$ cat src/design/itoa_pkg.sv
`timescale 1ns / 1ps
// Package for the integer to ASCII digit converter: sizes, request and result
// types, base codes and the digit to character mapping. No dependencies.
package itoa_pkg;

	localparam int VALUE_WIDTH = 32;
	localparam int BCD_DIGITS  = (VALUE_WIDTH * 30103) / 100000 + 1;
	localparam int HEX_DIGITS  = (VALUE_WIDTH + 3) / 4;
	localparam int SR_WIDTH    = 4 * BCD_DIGITS;
	localparam int CNT_WIDTH   = $clog2(VALUE_WIDTH + 1);

	localparam logic [4:0] BASE_BIN = 5'd2;
	localparam logic [4:0] BASE_DEC = 5'd10;
	localparam logic [4:0] BASE_HEX = 5'd16;

	typedef enum logic [1:0] {
		MODE_BIN,
		MODE_HEX,
		MODE_DEC
	} radix_mode_t;

	typedef struct packed {
		logic [4:0]  number_base;
		logic [31:0] value;
	} request_t;

	typedef struct packed {
		logic [7:0] digit_char;
		logic       last_digit;
	} result_t;

	typedef struct packed {
		logic        load;
		radix_mode_t mode;
	} emit_cmd_t;

	function automatic logic [7:0] digit_to_ascii(input logic [3:0] d);
		logic [7:0] c;
		if (d < 4'd10) begin
			c = 8'h30 + {4'h0, d};
		end else begin
			c = 8'h57 + {4'h0, d};
		end
		return c;
	endfunction

endpackage

$ cat src/design/itoa_dabble.sv
`timescale 1ns / 1ps
// Bit-serial binary to BCD converter using shift-and-add-3, one input bit per cycle.
// Depends on itoa_pkg.
module itoa_dabble (
	input  logic                              clk,
	input  logic                              arst_n,
	input  logic                              start,
	input  logic [itoa_pkg::VALUE_WIDTH-1:0] value,
	output logic                              busy,
	output logic                              done,
	output logic [itoa_pkg::SR_WIDTH-1:0]     bcd
);
	import itoa_pkg::*;

	logic [VALUE_WIDTH-1:0] bin_q;
	logic [SR_WIDTH-1:0]    bcd_q;
	logic [SR_WIDTH-1:0]    adj;
	logic [CNT_WIDTH-1:0]   cnt_q;
	logic                   active_q;
	logic                   done_q;

	always_comb begin
		adj = bcd_q;
		for (int i = 0; i < BCD_DIGITS; i++) begin
			if (bcd_q[4*i +: 4] >= 4'd5) begin
				adj[4*i +: 4] = bcd_q[4*i +: 4] + 4'd3;
			end
		end
	end

	always_ff @(posedge clk or negedge arst_n) begin
		if (!arst_n) begin
			active_q <= 1'b0;
			done_q   <= 1'b0;
			cnt_q    <= '0;
		end else begin
			done_q <= 1'b0;
			if (start && !active_q) begin
				active_q <= 1'b1;
				cnt_q    <= CNT_WIDTH'(VALUE_WIDTH);
			end else if (active_q) begin
				cnt_q <= cnt_q - CNT_WIDTH'(1);
				if (cnt_q == CNT_WIDTH'(1)) begin
					active_q <= 1'b0;
					done_q   <= 1'b1;
				end
			end
		end
	end

	always_ff @(posedge clk) begin
		if (start && !active_q) begin
			bin_q <= value;
			bcd_q <= '0;
		end else if (active_q) begin
			bin_q <= bin_q << 1;
			bcd_q <= {adj[SR_WIDTH-2:0], bin_q[VALUE_WIDTH-1]};
		end
	end

	assign busy = active_q || done_q;
	assign done = done_q;
	assign bcd  = bcd_q;

endmodule

$ cat src/design/itoa_emit.sv
`timescale 1ns / 1ps
// Digit emitter: shifts out one digit per cycle, most significant first, skips
// leading zeros and flags the final digit. Depends on itoa_pkg.
module itoa_emit (
	input  logic                              clk,
	input  logic                              arst_n,
	input  itoa_pkg::emit_cmd_t               cmd,
	input  logic [itoa_pkg::VALUE_WIDTH-1:0] value,
	input  logic [itoa_pkg::SR_WIDTH-1:0]     bcd,
	output logic                              busy,
	output itoa_pkg::result_t                 result,
	output logic                              result_strobe
);
	import itoa_pkg::*;

	localparam int BinShift = SR_WIDTH - VALUE_WIDTH;
	localparam int HexShift = SR_WIDTH - 4 * HEX_DIGITS;

	logic [SR_WIDTH-1:0]  sr_q;
	logic [SR_WIDTH-1:0]  ext;
	logic [CNT_WIDTH-1:0] rem_q;
	radix_mode_t          mode_q;
	logic                 active_q;
	logic                 seen_q;
	logic [3:0]           digit;
	logic                 last;
	logic                 emit;
	result_t              result_q;
	logic                 strobe_q;

	assign ext = SR_WIDTH'(value);

	always_comb begin
		if (mode_q == MODE_BIN) begin
			digit = {3'b000, sr_q[SR_WIDTH-1]};
		end else begin
			digit = sr_q[SR_WIDTH-1 -: 4];
		end
		last = (rem_q == CNT_WIDTH'(1));
		emit = active_q && (seen_q || last || (digit != 4'd0));
	end

	always_ff @(posedge clk or negedge arst_n) begin
		if (!arst_n) begin
			active_q <= 1'b0;
			seen_q   <= 1'b0;
			strobe_q <= 1'b0;
			mode_q   <= MODE_BIN;
			rem_q    <= '0;
		end else begin
			strobe_q <= emit;
			if (cmd.load && !active_q) begin
				active_q <= 1'b1;
				seen_q   <= 1'b0;
				mode_q   <= cmd.mode;
				unique case (cmd.mode)
					MODE_BIN: rem_q <= CNT_WIDTH'(VALUE_WIDTH);
					MODE_HEX: rem_q <= CNT_WIDTH'(HEX_DIGITS);
					MODE_DEC: rem_q <= CNT_WIDTH'(BCD_DIGITS);
					default:  rem_q <= CNT_WIDTH'(1);
				endcase
			end else if (active_q) begin
				rem_q <= rem_q - CNT_WIDTH'(1);
				if (emit) begin
					seen_q <= 1'b1;
				end
				if (last) begin
					active_q <= 1'b0;
				end
			end
		end
	end

	always_ff @(posedge clk) begin
		if (cmd.load && !active_q) begin
			unique case (cmd.mode)
				MODE_BIN: sr_q <= ext << BinShift;
				MODE_HEX: sr_q <= ext << HexShift;
				MODE_DEC: sr_q <= bcd;
				default:  sr_q <= '0;
			endcase
		end else if (active_q) begin
			if (mode_q == MODE_BIN) begin
				sr_q <= sr_q << 1;
			end else begin
				sr_q <= sr_q << 4;
			end
		end
		if (emit) begin
			result_q.digit_char <= digit_to_ascii(digit);
			result_q.last_digit <= last;
		end
	end

	assign busy          = active_q;
	assign result        = result_q;
	assign result_strobe = strobe_q;

endmodule

$ cat src/design/integer_to_ascii_digits.sv
`timescale 1ns / 1ps
// Top level of the integer to ASCII digit converter.
// Depends on itoa_pkg, itoa_dabble and itoa_emit.
//
// A request is taken at a clock edge where start is high and busy is low; it
// carries a 32-bit unsigned value and a base (2, 10 or 16; any other base is
// taken and produces nothing). Digits come out most significant first, one per
// strobe on result_strobe, with last_digit set on the final one; the receiver
// must take every digit in the cycle it is shown. Leading zero positions are
// stepped over silently, so how long a request occupies the block depends
// only on its base: the emitter steps through all 32 bits for base 2 or all
// 8 hex digits for base 16; for base 10 the bit-serial BCD converter first
// takes in the value bit by bit, then its done strobe loads the 10 BCD digits
// into the emitter. The final digit is shown in the first cycle busy is low.
module integer_to_ascii_digits (
	input  logic               clk,
	input  logic               arst_n,
	input  logic               start,
	input  itoa_pkg::request_t request,
	output logic               busy,
	output itoa_pkg::result_t  result,
	output logic               result_strobe
);
	import itoa_pkg::*;

	logic                   accept;
	logic [VALUE_WIDTH-1:0] value;
	logic                   conv_start;
	logic                   conv_busy;
	logic                   conv_done;
	logic [SR_WIDTH-1:0]    bcd;
	logic                   emit_busy;
	emit_cmd_t              cmd;

	assign accept = start && !busy;
	assign value  = VALUE_WIDTH'(request.value);
	assign busy   = conv_busy || emit_busy;

	always_comb begin
		conv_start = 1'b0;
		cmd.load   = conv_done;
		cmd.mode   = MODE_DEC;
		if (accept) begin
			unique case (request.number_base)
				BASE_BIN: begin
					cmd.load = 1'b1;
					cmd.mode = MODE_BIN;
				end
				BASE_HEX: begin
					cmd.load = 1'b1;
					cmd.mode = MODE_HEX;
				end
				BASE_DEC: conv_start = 1'b1;
				default:  conv_start = 1'b0;
			endcase
		end
	end

	itoa_dabble u_dabble (
		.clk    (clk),
		.arst_n (arst_n),
		.start  (conv_start),
		.value  (value),
		.busy   (conv_busy),
		.done   (conv_done),
		.bcd    (bcd)
	);

	itoa_emit u_emit (
		.clk           (clk),
		.arst_n        (arst_n),
		.cmd           (cmd),
		.value         (value),
		.bcd           (bcd),
		.busy          (emit_busy),
		.result        (result),
		.result_strobe (result_strobe)
	);

endmodule
$ cat config.mk
export PLATFORM = sky130hd
export DESIGN_NAME = integer_to_ascii_digits
export DESIGN_NICKNAME = d
export VERILOG_FILES = /design/src/design/itoa_pkg.sv /design/src/design/itoa_dabble.sv /design/src/design/itoa_emit.sv /design/src/design/integer_to_ascii_digits.sv
export SDC_FILE = /design/constraint.sdc
export NUM_CORES = 1
export LEC_CHECK = 0
export ABC_CLOCK_PERIOD_IN_PS = 3400
export BUFFER_PORTS_ARGS = -buffer_cell sky130_fd_sc_hd__buf_2
export CAP_MARGIN = 20
export CORE_ASPECT_RATIO = 0.9
export CORE_UTILIZATION = 40
export DETAILED_ROUTE_END_ITERATION = 6
export HOLD_SLACK_MARGIN = 0.12
export SLEW_MARGIN = 20
export SYNTH_ARGS = -nofsm -noshare
export SYNTH_HDL_FRONTEND = slang
export SYNTH_HIERARCHICAL = 1
export SYNTH_SLANG_ARGS = --single-unit
$ cat constraint.sdc
create_clock -name clk -period 3.4 [get_ports clk]
set_input_delay 0.51 -clock clk [delete_from_list [all_inputs] [get_ports clk]]
set_output_delay 0.51 -clock clk [all_outputs]
set_load 0.05 [all_outputs]
### Word level (Yosys, flattened, before mapping)

Index checks and enable logic that the tools add are counted.

| storage, ports and cells | value |
|---|---|
| output and inout bits | 11 |
| register bits | 140 |
| memories kept | 0 |
| bits in latches | 0 |
| word-level logic and storage cells | 103 |
| bits in writable memories | 0 |
| memory bits (read-only) | 0 |

| operators by class | value |
|---|---|
| bitwise gates (word level) | 0 |
| mux-type cells | 39 |
| equality and inequality tests | 7 |
| shifts and indexed selects | 0 |
| reduce and logical (&&, ||, !) cells | 19 |
| multiply operators | 0 |
| $add $sub $neg | 14 |
| div/mod/pow operators | 0 |
| $lt $le $gt $ge | 11 |

Operator list:

| operator | number |
|---|---|
| $mux W40 | 3 |
| $pmux W40 S2 | 1 |
| $mux W32 | 2 |
| $ge A4 B3 Y1 const B | 10 |
| $mux W4 | 10 |
| $add A4 B2 Y4 const B | 9 |
| $mux W6 | 4 |
| $pmux W6 S3 | 1 |
| $mux W1 | 14 |
| $eq A6 B1 Y1 const B | 2 |
| $sub A6 B1 Y6 const B | 2 |
| $add A7 B4 Y8 const A | 1 |
| $mux W8 | 1 |
| $add A6 B4 Y7 const A | 1 |
| $mux W3 | 2 |
| $pmux W3 S2 | 1 |
| $reduce_bool A2 Y1 | 3 |
| $eq A5 B2 Y1 const B | 1 |
| $eq A5 B4 Y1 const B | 1 |
| $eq A5 B5 Y1 const B | 1 |
| $logic_and A1 B1 Y1 | 4 |
| $logic_not A2 Y1 | 2 |
| $logic_or A1 B1 Y1 | 4 |
| $lt A4 B4 Y1 const B | 1 |
| other kinds (7) | 9 |

### Logic depth before layout (Yosys ltp)

| depth | value |
|---|---|
| word-level depth | 9 |
| depth in mapped cells | 13 |
| depth with buffers taken out | 8 |

### By module

The synthesis kept the hierarchy.

Modules (own cells, without submodules):

| module | instances | cells each | area each (µm²) | seq. area each (µm²) |
|---|---|---|---|---|
| itoa_dabble | 1 | 389 | 4205.3 | 1961.9 |
| itoa_emit | 1 | 273 | 3250.6 | 1716.6 |
| integer_to_ascii_digits | 1 | 11 | 80.1 | 0.0 |

### Worst setup path after synthesis

OpenSTA, ideal clock, no wires.

| timing path | value |
|---|---|
| path type | register -> register |
| start | register u_dabble.active_q |
| end | register u_dabble.bin_q[0] (enable) |
| setup slack | -0.290 ns |
| data required time | 3.013 ns |
| data arrival time | 3.304 ns |
| library setup time | 0.387 ns |
| buffers on the path | 4 |
| stages on the path, launching flop included | 10 |
| cells stage by stage | dfrtp_1 buf_4 clkbuf_1 or2_2 or2_1 clkbuf_1 nor4b_1 buf_2 nor2_1 inv_1 |

| on the way | value |
|---|---|
| word-level cells in the longest chain between the ends | 7 |

RTL lines:

| element | RTL line | RTL |
|---|---|---|
| start, declared | itoa_dabble.sv:19 | `logic active_q;` |
| start signal, assigned | itoa_dabble.sv:33 | `active_q <= 1'b0;` |
| start signal, assigned | itoa_dabble.sv:39 | `active_q <= 1'b1;` |
| start signal, assigned | itoa_dabble.sv:44 | `active_q <= 1'b0;` |
| $logic_or A1 B1 Y1 | itoa_dabble.sv:61 | `assign busy = active_q \|\| done_q;` |
| net conv_busy | integer_to_ascii_digits.sv:29 | `logic conv_busy;` |
| $logic_or A1 B1 Y1 | integer_to_ascii_digits.sv:37 | `assign busy = conv_busy \|\| emit_busy;` |
| net busy | integer_to_ascii_digits.sv:20 | `output logic busy,` |
| $logic_not A1 Y1 | integer_to_ascii_digits.sv:35 | `assign accept = start && !busy;` |
| $logic_and A1 B1 Y1 | integer_to_ascii_digits.sv:35 |  |
| $mux W1 | integer_to_ascii_digits.sv:43 | `if (accept) begin` |
| net conv_start | integer_to_ascii_digits.sv:28 | `logic conv_start;` |
| $logic_and A1 B1 Y1 | itoa_dabble.sv:52 | `if (start && !active_q) begin` |
| $reduce_bool A2 Y1 (no source line) | -- |  |
| end signal, assigned | itoa_dabble.sv:53 | `bin_q <= value;` |
| end signal, assigned | itoa_dabble.sv:56 | `bin_q <= bin_q << 1;` |
| end, declared | itoa_dabble.sv:15 | `logic [VALUE_WIDTH-1:0] bin_q;` |

The timed path passes the listed nets, and every way through them passes these cells.
A chain may end at the register's enable or synchronous reset.

==> flow_summary.toml <==
[critical_path]
criticalPathCategory = "register to register"
critPathMaxFanout = 32
startpoint_type = "register"
cp.arrival_ps = 2970
cp.required_ps = 3560
crit_path_end_kind = "register"

[synthesis]
postSynthAreaPerCell_um2 = 11.2
syn_nets = 746
yosys_warnings = 6
synthesis.area_um2 = 7540
async_flop_share = 0.137
synth_edf_count = 80
ys_top_cells_by_count = "edfxtp_1, o22ai_1, dfxtp_1, mux2i_1"
synth_cell_types = 59
postSynthCellCount = 673
yosysTopAreaCell = "edfxtp_1"
synth.most_common_cell = "edfxtp_1"
yosys_register_bits = 139
synth_ff_type = "edfxtp_1"
seq_area_frac_synth = 0.488
yosys-top-cells-area = "edfxtp_1, dfxtp_1, dfrtp_1, ha_1, mux2i_1"
synth_top_area_frac = 0.319

[clock_network]
clock_tree.root_cell = "clkbuf_16"
insertion_delay_ps = 420
tritoncts = "built"
hold_buffers = 1
cts_buffers = 17
cts_setup_buffers = 0
clk_pin_slew_ps = 60
cts_sinks = 139
cts_resized = 0
htreeDepth = 4
max-clock-path-buffers = 2

[route]
ant_nets = 0
viasPerCell = 5.81
wl_per_cell_um = 17.3
dr.first_iter.drc_count = 380
dr.pass1.iters = 5
routed_wirelength_mm = 16.8
drc = 0
vias = 5631

[sta]
maxSlewViolCount = 0
tightest_slew_ps = 825
relSlewSlack = 0.449
period_share = 0.826
setup_viol = 0
tns_ps = 0
fin_crit_ps = 2810
finClkSkew_ps = 6.80
fmax_mhz = 356
rsz0062_at_grt = "no"
setup_ws_ps = 592
hold_viol = 0
holdWs_ps = 407

[finish]
final_nets = 784
multi_input_area_um2 = 3540
area_growth_syn_to_layout_pct = 13.6
fillerInstances = 1654
seqCellArea_um2 = 3680
instances_no_fill = 969
drive_above_1_share = 0.200
antenna_cells = 0

[placement]
place.detailed.hpwl_mm = 10.8
gp_congestion = 0.795
dp.cells = 936
io_buffers = 49
place_ws_ps = 424

[global_routing]
antenna_found_initial = 0
grt_pass1_wl_mm = 27.5
grt_max_degree = 48
grt_use_total = 0.178
gr-total-overflow = 0
grt_pass1_vias = 5383

[run]
maxCapViolCount = 0

[power]
p_switching_mw = 3.01
p_seq_frac = 0.429
p_sw_frac = 0.376
power_density_nw_per_um2 = 934
power_frac_clock = 0.212
p_int_mw = 4.99
ir_drop_mv = 0.358
p_total_mw = 8.00
p_leak_nw = 3.42
combPwrFrac = 0.360

[floorplan]
die_h_um = 132
initial_core_util = 0.409
core_um2 = 18400
die_w_um = 147
rows = 47
io_pins = 51
die_area_um2 = 19400

[hold_path]
min-delay-path-class = "primary input to register"

[outcome]
status = "completed"
final timing paths:
kind	from	slack [ps]	endpoint	cells past startpoint
max	u_dabble/active_q	590	u_emit/sr_q[10]	9
min	request[0]	410	u_dabble/bin_q[0]	2
max reg2reg	u_dabble/active_q	590	u_emit/sr_q[10]	9
min reg2reg	u_dabble/cnt_q[5]	500	u_dabble/cnt_q[5]	1
max in group asynchronous	arst_n	2520	u_emit/result_strobe	2
min in group asynchronous	arst_n	560	u_dabble/active_q	2
power by group through the flow:
stage,combinational (mW),sequential (mW),clock [mW]
after CTS,2.86,3.42,1.73
after global placement,2.72,3.41,0
after global routing,3.20,3.55,1.80
final,2.88,3.43,1.69
after detailed placement,2.84,3.45,0
after floorplan,2.16,3.39,0
critical path: stages (launching register included):
cell and delay (ps):
dfrtp_1 370, or2_2 280, or2_1 280, nor4_2 220, buf_4 170, inv_1 90
ha_1 200, or2_2 540, a22oi_1 270, o22ai_1 100
per-layer routing:
layer / up-vias / track usage / wire, µm
met5: - / 0 / 0
met2: 157 / 0.281 / 7690
met1: 2761 / 0.242 / 7900
met3: 18 / 0.0439 / 967
met4: 0 / 0.0515 / 195
li1: 2695 / - / -
stage by stage:
| stage | utilization | cell area, µm² |
|---|---|---|
| after floorplan | - | 7550 |
| after global placement | 0.436 | 8020 |
| after detailed placement | 0.436 | 8020 |
| after CTS | 0.465 | 8560 |
| after global routing | 0.465 | 8560 |
| final | 0.465 | 8560 |
layout by cell type, fill, tap and decap left out, types with 24 or more instances in the layout:
cell,netlist,layout
edfxtp_1,80,80
buf_2,18,49
o22ai_1,44,44
dfxtp_1,40,40
mux2i_1,39,39
mux2_2,33,33
ha_1,33,33
inv_1,33,32
a22oi_1,32,32
nand3_1,24,24
logic make-up after synthesis:
group           after synthesis  synth area share
simple gates                153             0.122
buf+inv                      80            0.0448
compound gates              188             0.181
other cells                   2          0.000997
fa+ha+maj                    33            0.0548
mux                          72             0.101
xor+xnor                      6           0.00697
flops                       139             0.488
flip-flops by register name, indices dropped and copies added (netlist names), 2 cells and up:
| signal | cells |
|---|---|
| u_dabble/bin_q | 32 |
| u_emit/sr_q | 40 |
| u_dabble/bcd | 40 |
| u_emit/result | 8 |
| u_dabble/cnt_q | 6 |
| u_emit/rem_q | 6 |
| u_emit/mode_q | 2 |
final cells by class:
cell class | count | share of cell area
Multi-Input combinational cell | 454 | 0.414
Inverter | 33 | 0.0149
Tap cell | 245 | 0.0358
Clock buffer | 22 | 0.0531
Sequential cell | 139 | 0.430
Timing Repair Buffer | 66 | 0.0438
Clock inverter | 10 | 0.00892
(Power assumes the default switching activity.)
